File: config.mk
export PLATFORM = sky130hd
export DESIGN_NAME = fifo_with_stack_snapshot_top
export DESIGN_NICKNAME = d
export VERILOG_FILES = /design/src/rtl/core/fwss_pkg.sv /design/src/rtl/core/fwss_cell.sv /design/src/rtl/core/fifo_with_stack_snapshot_top.sv
export SDC_FILE = /design/constraint.sdc
export NUM_CORES = 2
export LEC_CHECK = 0
export ABC_AREA = 0
export BUFFER_PORTS_ARGS = -buffer_cell sky130_fd_sc_hd__buf_2
export CAP_MARGIN = 20
export CORE_AREA = 5 5 533 535
export DETAILED_ROUTE_END_ITERATION = 10
export DIE_AREA = 0 0 538 540
export GPL_TIMING_DRIVEN = 0
export PLACE_DENSITY_LB_ADDON = 0.08
export SKIP_CTS_REPAIR_TIMING = 1
export SKIP_LAST_GASP = 1
export SYNTH_ARGS = -nofsm -noshare
export SYNTH_HDL_FRONTEND = slang
export SYNTH_SLANG_ARGS = --single-unit
File: constraint.sdc
create_clock -name clk -period 25.4 [get_ports clk]
set_input_delay 1.27 -clock clk [delete_from_list [all_inputs] [get_ports clk]]
set_output_delay 1.27 -clock clk [all_outputs]
set_load 0.01 [all_outputs]
File: src/rtl/core/fwss_pkg.sv
// shared constants, command codes and cell control type for the fifo with stack snapshot
package fwss_pkg;

    localparam int DEPTH   = 32;
    localparam int CNT_W   = $clog2(DEPTH + 1);
    localparam int VALUE_W = 32;
    localparam int CMD_W   = 2;

    typedef enum logic [CMD_W-1:0] {
        CMD_ENQ  = 2'd0,
        CMD_DEQ  = 2'd1,
        CMD_SNAP = 2'd2,
        CMD_DUMP = 2'd3
    } cmd_t;

    typedef enum logic [1:0] {
        ST_IDLE = 2'b01,
        ST_DUMP = 2'b10
    } state_t;

    // control broadcast to every cell of the row
    typedef struct packed {
        logic               enq;
        logic               deq;
        logic               snap;
        logic               rot;
        logic [CNT_W-1:0]   q_count;
        logic [CNT_W-1:0]   s_last;
        logic [VALUE_W-1:0] value;
    } ctl_t;

endpackage

File: src/rtl/core/fwss_cell.sv
// one cell of the row: a queue entry and a stack entry, shifting toward cell zero
module fwss_cell
(
    input  logic                          clk,
    input  fwss_pkg::ctl_t                ctl,
    input  logic [fwss_pkg::CNT_W-1:0]    cell_index,
    input  logic [fwss_pkg::VALUE_W-1:0]  q_from_next,
    input  logic [fwss_pkg::VALUE_W-1:0]  s_from_next,
    input  logic [fwss_pkg::VALUE_W-1:0]  s_from_first,
    output logic [fwss_pkg::VALUE_W-1:0]  q_val,
    output logic [fwss_pkg::VALUE_W-1:0]  s_val
);

    logic [fwss_pkg::VALUE_W-1:0] q_reg;
    logic [fwss_pkg::VALUE_W-1:0] q_next;
    logic [fwss_pkg::VALUE_W-1:0] s_reg;
    logic [fwss_pkg::VALUE_W-1:0] s_next;

    always_comb
    begin
        q_next = q_reg;
        if (ctl.enq && (cell_index == ctl.q_count))
        begin
            q_next = ctl.value;
        end
        else if (ctl.deq)
        begin
            q_next = q_from_next;
        end
    end

    // rotation wraps at the bottom entry so a dump leaves the stack as it was
    always_comb
    begin
        s_next = s_reg;
        if (ctl.snap)
        begin
            s_next = q_reg;
        end
        else if (ctl.rot)
        begin
            s_next = (cell_index == ctl.s_last) ? s_from_first : s_from_next;
        end
    end

    always_ff @(posedge clk)
    begin
        q_reg <= q_next;
        s_reg <= s_next;
    end

    assign q_val = q_reg;
    assign s_val = s_reg;

endmodule

File: src/rtl/core/fifo_with_stack_snapshot_top.sv
// top level of the fifo with stack snapshot: command decode, counters, cell row and output stage
//
// bounded fifo of signed 32-bit values plus a snapshot stack, built as a row of cells
// slave channel: one request per command, s_tuser carries the command, s_tdata the value
//   enqueue appends s_tdata (dropped when full), dequeue drops the head (no-op when empty),
//   snapshot copies the whole fifo into the stack, all cells together, head on top,
//   dump streams the stack top first on the master channel, m_tlast on the bottom entry
// enqueue, dequeue and snapshot are accepted back to back while no dump is running
// a dump holds s_tready low until its last entry is emitted, longer under master stalls; the stack
//   row rotates one place per emitted entry and is back in order when the dump ends
// the first dump result passes the state register and then the output stage before m_tvalid rises
// a registered output stage parts the channels; when m_tready is low and a result is pending
//   the row holds its position and the pending result stays on m_tdata
// reset (rst_n low, asynchronous) empties fifo and stack; the cell contents themselves
//   are not cleared, entries past the counts are never read
module fifo_with_stack_snapshot_top
(
    input  logic                          clk,
    input  logic                          rst_n,
    input  logic                          s_tvalid,
    output logic                          s_tready,
    input  logic [fwss_pkg::VALUE_W-1:0]  s_tdata,   // value
    input  logic [fwss_pkg::CMD_W-1:0]    s_tuser,   // command
    output logic                          m_tvalid,
    input  logic                          m_tready,
    output logic [fwss_pkg::VALUE_W-1:0]  m_tdata,   // value_out
    output logic                          m_tlast
);

    fwss_pkg::state_t             state_reg;
    fwss_pkg::state_t             state_next;
    logic [fwss_pkg::CNT_W-1:0]   q_count_reg;
    logic [fwss_pkg::CNT_W-1:0]   q_count_next;
    logic [fwss_pkg::CNT_W-1:0]   s_count_reg;
    logic [fwss_pkg::CNT_W-1:0]   s_count_next;
    logic [fwss_pkg::CNT_W-1:0]   remain_reg;
    logic [fwss_pkg::CNT_W-1:0]   remain_next;
    logic                         m_tvalid_reg;
    logic                         m_tvalid_next;
    logic [fwss_pkg::VALUE_W-1:0] m_tdata_reg;
    logic [fwss_pkg::VALUE_W-1:0] m_tdata_next;
    logic                         m_tlast_reg;
    logic                         m_tlast_next;

    logic                         accept;
    logic                         emit;
    fwss_pkg::cmd_t               cmd;
    fwss_pkg::ctl_t               ctl;

    logic [fwss_pkg::VALUE_W-1:0] q_bus [fwss_pkg::DEPTH];
    logic [fwss_pkg::VALUE_W-1:0] s_bus [fwss_pkg::DEPTH];

    assign cmd      = fwss_pkg::cmd_t'(s_tuser);
    assign s_tready = (state_reg == fwss_pkg::ST_IDLE);
    assign accept   = s_tvalid && s_tready;
    // a dump step moves one entry when the output stage is free or being drained
    assign emit     = (state_reg == fwss_pkg::ST_DUMP) && (!m_tvalid_reg || m_tready);

    always_comb
    begin
        ctl         = '0;
        ctl.enq     = accept && (cmd == fwss_pkg::CMD_ENQ)
                      && (q_count_reg != fwss_pkg::CNT_W'(fwss_pkg::DEPTH));
        ctl.deq     = accept && (cmd == fwss_pkg::CMD_DEQ) && (q_count_reg != '0);
        ctl.snap    = accept && (cmd == fwss_pkg::CMD_SNAP);
        ctl.rot     = emit;
        ctl.q_count = q_count_reg;
        ctl.s_last  = s_count_reg - fwss_pkg::CNT_W'(1);
        ctl.value   = s_tdata;
    end

    // the row of cells; the bottom cell feeds itself, and what it shifts in is never read
    for (genvar i = 0; i < fwss_pkg::DEPTH; i++)
    begin : g_cell
        logic [fwss_pkg::VALUE_W-1:0] q_nb;
        logic [fwss_pkg::VALUE_W-1:0] s_nb;

        if (i == fwss_pkg::DEPTH - 1)
        begin : g_end
            assign q_nb = q_bus[i];
            assign s_nb = s_bus[i];
        end
        else
        begin : g_mid
            assign q_nb = q_bus[i+1];
            assign s_nb = s_bus[i+1];
        end

        fwss_cell u_cell
        (
            .clk          (clk),
            .ctl          (ctl),
            .cell_index   (fwss_pkg::CNT_W'(i)),
            .q_from_next  (q_nb),
            .s_from_next  (s_nb),
            .s_from_first (s_bus[0]),
            .q_val        (q_bus[i]),
            .s_val        (s_bus[i])
        );
    end

    always_comb
    begin
        state_next    = state_reg;
        q_count_next  = q_count_reg;
        s_count_next  = s_count_reg;
        remain_next   = remain_reg;
        m_tvalid_next = m_tvalid_reg;
        m_tdata_next  = m_tdata_reg;
        m_tlast_next  = m_tlast_reg;

        if (m_tready)
        begin
            m_tvalid_next = 1'b0;
        end

        unique case (state_reg)
            fwss_pkg::ST_IDLE:
            begin
                if (accept)
                begin
                    unique case (cmd)
                        fwss_pkg::CMD_ENQ:
                        begin
                            if (ctl.enq)
                            begin
                                q_count_next = q_count_reg + fwss_pkg::CNT_W'(1);
                            end
                        end
                        fwss_pkg::CMD_DEQ:
                        begin
                            if (ctl.deq)
                            begin
                                q_count_next = q_count_reg - fwss_pkg::CNT_W'(1);
                            end
                        end
                        fwss_pkg::CMD_SNAP:
                        begin
                            s_count_next = q_count_reg;
                        end
                        fwss_pkg::CMD_DUMP:
                        begin
                            // empty stack: nothing to send, stay idle
                            if (s_count_reg != '0)
                            begin
                                state_next  = fwss_pkg::ST_DUMP;
                                remain_next = s_count_reg;
                            end
                        end
                        default:
                        begin
                        end
                    endcase
                end
            end
            fwss_pkg::ST_DUMP:
            begin
                if (emit)
                begin
                    m_tvalid_next = 1'b1;
                    m_tdata_next  = s_bus[0];
                    m_tlast_next  = (remain_reg == fwss_pkg::CNT_W'(1));
                    remain_next   = remain_reg - fwss_pkg::CNT_W'(1);
                    if (remain_reg == fwss_pkg::CNT_W'(1))
                    begin
                        state_next = fwss_pkg::ST_IDLE;
                    end
                end
            end
            default:
            begin
                state_next = fwss_pkg::ST_IDLE;
            end
        endcase
    end

    always_ff @(posedge clk or negedge rst_n)
    begin
        if (!rst_n)
        begin
            state_reg    <= fwss_pkg::ST_IDLE;
            q_count_reg  <= '0;
            s_count_reg  <= '0;
            remain_reg   <= '0;
            m_tvalid_reg <= 1'b0;
        end
        else
        begin
            state_reg    <= state_next;
            q_count_reg  <= q_count_next;
            s_count_reg  <= s_count_next;
            remain_reg   <= remain_next;
            m_tvalid_reg <= m_tvalid_next;
        end
    end

    // output payload needs no reset
    always_ff @(posedge clk)
    begin
        m_tdata_reg <= m_tdata_next;
        m_tlast_reg <= m_tlast_next;
    end

    assign m_tvalid = m_tvalid_reg;
    assign m_tdata  = m_tdata_reg;
    assign m_tlast  = m_tlast_reg;

`ifndef SYNTHESIS
    // the fifo never holds more than the row has cells
    a_qcount_bound: assert property (@(posedge clk) disable iff (!rst_n)
        q_count_reg <= fwss_pkg::CNT_W'(fwss_pkg::DEPTH))
        else $error("queue count above depth");

    // the stack row only rotates while a dump is running
    a_rot_in_dump: assert property (@(posedge clk) disable iff (!rst_n)
        ctl.rot |-> (state_reg == fwss_pkg::ST_DUMP))
        else $error("stack rotation outside dump");

    // the bottom entry of a dump is flagged last and ends the dump
    a_last_ends_dump: assert property (@(posedge clk) disable iff (!rst_n)
        (emit && (remain_reg == fwss_pkg::CNT_W'(1)))
        |=> (m_tvalid_reg && m_tlast_reg && (state_reg == fwss_pkg::ST_IDLE)))
        else $error("dump did not end on last entry");

    // the stack count moves only on a snapshot request
    a_scount_snap: assert property (@(posedge clk) disable iff (!rst_n)
        !ctl.snap |=> (s_count_reg == $past(s_count_reg)))
        else $error("stack count changed without snapshot");
`endif

endmodule

== After elaboration in Yosys (flattened, before gate mapping) ==
Index checks and enable logic that the tools add are counted.

* Add/subtract/negate cells: 4
* Eq/ne operators: 77
* Mux-type cells: 175
* Reduce and logical (&&, ||, !) cells: 88

{| class="wikitable"
|+ Operators with widths
! kind !! count
|-
| $mux 32 || 158
|-
| $eq 5x6->1 const A || 32
|-
| $eq 4x6->1 const A || 16
|-
| $reduce_bool 2->1 || 35
|-
| $eq 3x6->1 const A || 8
|-
| $logic_and 1x1->1 || 39
|-
| $mux 6 || 6
|-
| $eq 2x6->1 const A || 4
|-
| $pmux 6 s2 || 2
|-
| $sub 6x1->6 const B || 3
|-
| $reduce_and 5->1 || 3
|-
| $eq 1x6->1 const A || 2
|-
| $logic_not 6->1 || 2
|-
| $reduce_bool 6->1 || 2
|-
| $mux 2 || 5
|-
| $ne 2x1->1 const B || 5
|-
| $add 6x1->6 const B || 1
|-
| $eq 2x2->1 const B || 3
|-
| $eq 6x1->1 const B || 1
|-
| $ne 2x2->1 const B || 3
|-
| $ne 6x6->1 const B || 1
|-
| $reduce_and 2->1 || 3
|-
| $eq 2x1->1 const B || 2
|-
| $pmux 2 s2 || 1
|-
| other kinds (5) || 7
|}

* Bits in registers: 2102
* Bits of input ports: 38
* Output and inout bits: 35
* Logic and storage cells: 415

== Depth between registers and ports, before layout ==
* Word-level depth: 6
* Depth in mapped cells: 9
* Gate-level depth less buffers: 6

== Hierarchy ==
Synthesis repeated with hierarchy kept, for this count alone.

* Cell total of the unflattened synthesis: 6314
* Area total of the unflattened synthesis: 101135.7 sq um

{| class="wikitable"
|+ By module, submodules not included
! module !! instances !! cells each !! area each (sq um) !! seq. area each (sq um)
|-
| fwss_cell || 32 || 192 || 3086.7 || 1921.8
|-
| fifo_with_stack_snapshot_top || 1 || 170 || 2361.0 || 1517.7
|}

== Least setup slack after synthesis ==
OpenSTA, ideal clock, no wires.

* Path type: input-to-reg
* Start: input port s_tvalid
* End: register g_cell[10].u_cell.s_reg (netlist bit g_cell[10].u_cell.s_val[0]) (enable)
* Arrival time: 18.079 ns
* Slack: 0.678 ns
* Cell stages on the path: 7
* Buffers on the path: 4
* Cells stage by stage: and3b_1 > nand3b_1 > clkbuf_1 > clkbuf_1 > buf_1 > buf_1 > nand2_1

* Word-level cells in the longest chain between the ends: 3

{| class="wikitable"
|+ RTL lines
! what !! line !! text
|-
| start, declared || fifo_with_stack_snapshot_top.sv:20 || <nowiki>input logic s_tvalid,</nowiki>
|-
| $logic_and 1x1->1 || fifo_with_stack_snapshot_top.sv:55 || <nowiki>assign accept = s_tvalid && s_tready;</nowiki>
|-
| $logic_and 1x1->1 || fifo_with_stack_snapshot_top.sv:65 || <nowiki>ctl.snap = accept && (cmd == fwss_pkg::CMD_SNAP);</nowiki>
|-
| $reduce_bool 2->1 (no line) || -- ||
|-
| end signal, assigned || fwss_cell.sv:49 || <nowiki>s_reg <= s_next;</nowiki>
|-
| end, declared || fwss_cell.sv:16 || <nowiki>logic [fwss_pkg::VALUE_W-1:0] s_reg;</nowiki>
|}

No other way between the ends.
A chain may end at the register's enable or synchronous reset.

== Worst setup path after layout ==
* Start: input port s_tvalid
* End: register g_cell[5].u_cell.s_reg (netlist bit g_cell[5].u_cell.s_val[6]) (enable)

* Word-level cells in the longest chain between the ends: 3

{| class="wikitable"
|+ RTL lines
! what !! line
|-
| $logic_and 1x1->1 || fifo_with_stack_snapshot_top.sv:55
|-
| $logic_and 1x1->1 || fifo_with_stack_snapshot_top.sv:65
|-
| $reduce_bool 2->1 (no line) || --
|-
| end signal, assigned || fwss_cell.sv:49
|-
| end, declared || fwss_cell.sv:16
|}

No other way between the ends.

==> results_tabular.tex <==
\begin{tabular}{lr}
\hline
Metric & Value \\
\hline
\multicolumn{2}{l}{\textbf{Synth}} \\
Synthesized area & 0.0969 mm2 \\
Total nets after synthesis & 6941 \\
Synth async-reset ratio & 0.999\% \\
Mapped Avg Cell Area & 14.0 um2 \\
Largest area contributor in the synthesized netlist & edfxtp\_1 \\
Ys Warns & 0 \\
Count of flip-flops with a built-in enable after synthesis & 2081 \\
Proportion of netlist area held by the largest area contributor & 64.5\% \\
Gate count after technology mapping & 6896 \\
Synthesized flop and latch total & 2102 \\
Sequential share of the synthesized area & 65.0\% \\
Main flop type after synthesis & edfxtp\_1 \\
Number of distinct library cells after synthesis & 51 \\
Cells taking the most area after synthesis & edfxtp\_1 (65\%), mux2\_2 (12\%), mux2i\_1 (9.9\%) \\
\multicolumn{2}{l}{\textbf{Worst setup path}} \\
Cell type of the slowest stage on the worst timing path & buf\_1 \\
WP data required & 25.97 ns \\
R2r worst-path depth & 11 \\
Type of element launching the critical path & primary input \\
Arr. time, crit path & 6.60 ns \\
Minimum setup slack among reg-to-reg paths & 19.43 ns \\
Worst path most repeated cell & buf\_16 \\
Classification of the worst setup path & primary input to flop \\
Worst setup path start & s\_tvalid \\
CP Capture Type & flop \\
Largest stage delay, worst path & 0.79 ns \\
Biggest fanout along the worst timing path & 61 \\
Critical path cell sequence & buf\_2 > and3b\_1 > nand3b\_1 > clkbuf\_1 > clkbuf\_2 > buf\_1 > buf\_1 > nand2\_4 > buf\_16 > buf\_16 > buf\_16 > buf\_16 \\
Endpoint of the worst setup timing path & g\_cell[5].u\_cell.s\_val[6] \\
Reg-to-reg critical path startpoint & state\_reg[0] \\
Critical register-to-register path endpoint & g\_cell[5].u\_cell.s\_val[6] \\
\multicolumn{2}{l}{\textbf{STA}} \\
Count of final hold-check violations & 0 \\
Rel. slew slack & 13.7\% \\
Max frequency & 166 MHz \\
Worst-Margin Slew & 1.29 ns \\
RSZ-0062 raised after global routing & no \\
Total negative slack & 0 ns \\
Slew Viols, Final & 0 \\
Period Utilization, post-route & 23.7\% \\
Worst-case clock skew & 0.0641 ns \\
\# setup viols final & 0 \\
Minimum clock period after layout & 6.03 ns \\
\multicolumn{2}{l}{\textbf{Placement}} \\
Cells after DPL & 10.8k \\
Final weighted congestion in routability-driven placement & 0.893 \\
Number of port buffers & 72 \\
Half-perimeter wire length after placement & 274000 um \\
\multicolumn{2}{l}{\textbf{Clock network}} \\
Register clock-pin slew on the reported worst setup and hold paths & 0.06 ns \\
Clock buffers created by TritonCTS & 242 \\
Number of H-tree levels & 4 \\
Clk root buf & clkbuf\_16 \\
Insertion delay of the later-clocked pin in the worst-skew pair & 0.94 ns \\
CTS max path bufs & 4 \\
CTS tree & yes \\
Number of clock sinks seen by CTS & 2102 \\
\multicolumn{2}{l}{\textbf{GRT}} \\
Met3 Track Usage GR & 3.07\% \\
M1 GR Usage & 34.1\% \\
Final global-route overflow total & 0 \\
Initial antenna violation count & 44 \\
GRT busiest layer & met2 \\
Total routing usage reported by global routing & 24.7\% \\
Number of global-route vias before repair & 60.2k \\
Wire length of the first global-routing pass & 505000 um \\
Pin count of the biggest net entering global routing & 68 \\
Met2 track demand over resource & 39.7\% \\
\multicolumn{2}{l}{\textbf{Route}} \\
Vias per std cell & 5.32 \\
Number of iterations in the first detailed-routing pass & 6 \\
First-iteration detailed-routing DRC count & 5897 \\
Number of vias in the routed layout & 59.9k \\
Routed wire length per instance & 32.6 um \\
Overall routed net length & 368000 um \\
Count of nets left with antenna violations after detail routing & 0 \\
DR DRC count & 0 \\
\multicolumn{2}{l}{\textbf{Min path}} \\
Class of the worst hold path & primary input to asynchronous set/reset pin \\
\multicolumn{2}{l}{\textbf{Pwr}} \\
Net switching power of the design & 2.35 mW \\
Maximum resistive drop on vdd & 0.0615 mV \\
LEAKAGE & 42.1 nW \\
Clock network fraction of design power & 38.6\% \\
Pwr dens & 78.0 mW/mm2 \\
Comb pwr share & 13.3\% \\
Fraction of power spent switching nets & 27.0\% \\
Seq pwr share & 48.1\% \\
Total design power & 8.72 mW \\
Total internal power & 6.37 mW \\
\multicolumn{2}{l}{\textbf{Final layout}} \\
Area Growth Syn to Fin & 15.3\% \\
Ratio of cells with drive above 1 in the final layout & 22.9\% \\
Total number of nets in the final design & 7367 \\
Filler Cells Inserted & 26.1k \\
Final cell utilization of the core & 40.1\% \\
Final cell count without fillers & 11.3k \\
\multicolumn{2}{l}{\textbf{Run}} \\
Count of maximum capacitance violations & 0 \\
\multicolumn{2}{l}{\textbf{Die}} \\
Std-Cell Core Area & 0.278 mm2 \\
Die Area & 0.291 mm2 \\
Height of the chip & 540 um \\
Count of pins on the block boundary & 73 \\
Rows & 194 \\
Effective utilization at floorplan & 34.8\% \\
Die width & 538 um \\
\multicolumn{2}{l}{\textbf{Run status}} \\
Run status & completed \\
\hline
\end{tabular}
==> cells by family after synthesis <==
logic type	after synthesis	share of synthesized area [%]
and+or+nand+nor	1125	4.69
AOI/OAI and AO/OA	996	5.21
muxes	2020	22.2
DFF	2102	65.0
adders and majority gates	7	0.0904
buffers and inverters	639	2.66
xor gates and xnor gates	7	0.0633
==> critical path: cells and delay by family <==
kind                   cells  cell delay [ns]
buffers and inverters      9             4.28
and+or+nand+nor            3             0.78
==> stage by stage <==
step | setup slack [ns] | area [um2] | hold slack [ns]
3_3_place_gp | -16.72 | 102000 | 0.511
2_1_floorplan | 0.678 | 96900 | 0.480
4_1_cts | 19.65 | 112000 | 0.293
5_1_grt | 19.54 | 112000 | 0.341
3_5_place_dp | 18.68 | 104000 | 0.518
6_report | 19.37 | 112000 | 0.338
==> synthesized netlist by cell type (3+ instances only) <==
cell type	number
mux2_2	1059
ha_1	7
dfrtp_1	20
nand3_2	12
nand3_1	3
buf_1	106
buf_2	75
a21oi_1	970
nor2_1	972
and3_1	7
o211ai_1	3
buf_6	11
nand3b_1	4
xnor2_1	3
nor4bb_1	3
clkbuf_1	438
nor4b_1	6
inv_1	8
nor2b_1	8
nor3_1	3
o21ai_0	7
nand2_1	72
o221ai_1	3
xor2_1	4
nand2b_1	9
edfxtp_1	2081
o2bb2ai_1	4
nand2_2	7
mux2i_1	961
==> worst min path at each step <==
stage | to | slack [ns] | cells past startpoint | startpoint
finish | remain_reg[5] | 0.34 | 1 | rst_n
global route | remain_reg[0] | 0.34 | 1 | rst_n
CTS | remain_reg[0] | 0.29 | 1 | rst_n
detailed placement | remain_reg[4] | 0.52 | 1 | remain_reg[4]
global placement | remain_reg[4] | 0.51 | 1 | remain_reg[4]
floorplan | remain_reg[4] | 0.48 | 1 | remain_reg[4]
==> area by class of cell <==
class	count	area [um2]	share of cell area, %
multi-input cells	4155	31400	28.1
flip-flops and latches	2102	63000	56.4
repair buffers	182	2620	2.35
well taps	3724	4660	4.17
clock inverters	123	958	0.858
diodes	24	60.1	0.0537
clock buffers	319	6440	5.76
inverters	8	30.0	0.0269
plain buffers	631	2580	2.31
==> power by group through the flow <==
stage / registers (mW) / logic (mW) / clock network, mW
finish: 4.19 / 1.16 / 3.37
floorplan: 4.32 / 0.657 / 0
CTS: 4.19 / 1.16 / 3.43
global route: 4.21 / 1.22 / 3.57
detailed placement: 4.26 / 1.15 / 0
global placement: 4.45 / 1.08 / 0
==> layer usage <==
| metal | part of all wire, % | up-vias |
|---|---|---|
| li1 | - | 26700 |
| met1 | 43 | 30600 |
| met2 | 46 | 2139 |
| met3 | 5.6 | 534 |
| met4 | 4.9 | 2 |
| met5 | 0.0035 | - |
==> cells in the final DEF (no fill, tap or decap), drive strengths merged, types with 4 or more instances in the layout <==
master	count
o21ai	8
diode	24
nand3b	4
bufinv	12
edfxtp	2081
a21oi	970
mux2	1059
buf	375
nor2	972
o2bb2ai	4
nor2b	8
nand2	79
clkbuf	757
nor4b	6
clkinvlp	6
inv	13
mux2i	961
nor4	4
nand3	15
nand2b	9
dfrtp	20
and3	7
xor2	4
clkinv	100
nor3	4
ha	7
(Power assumes the default switching activity.)
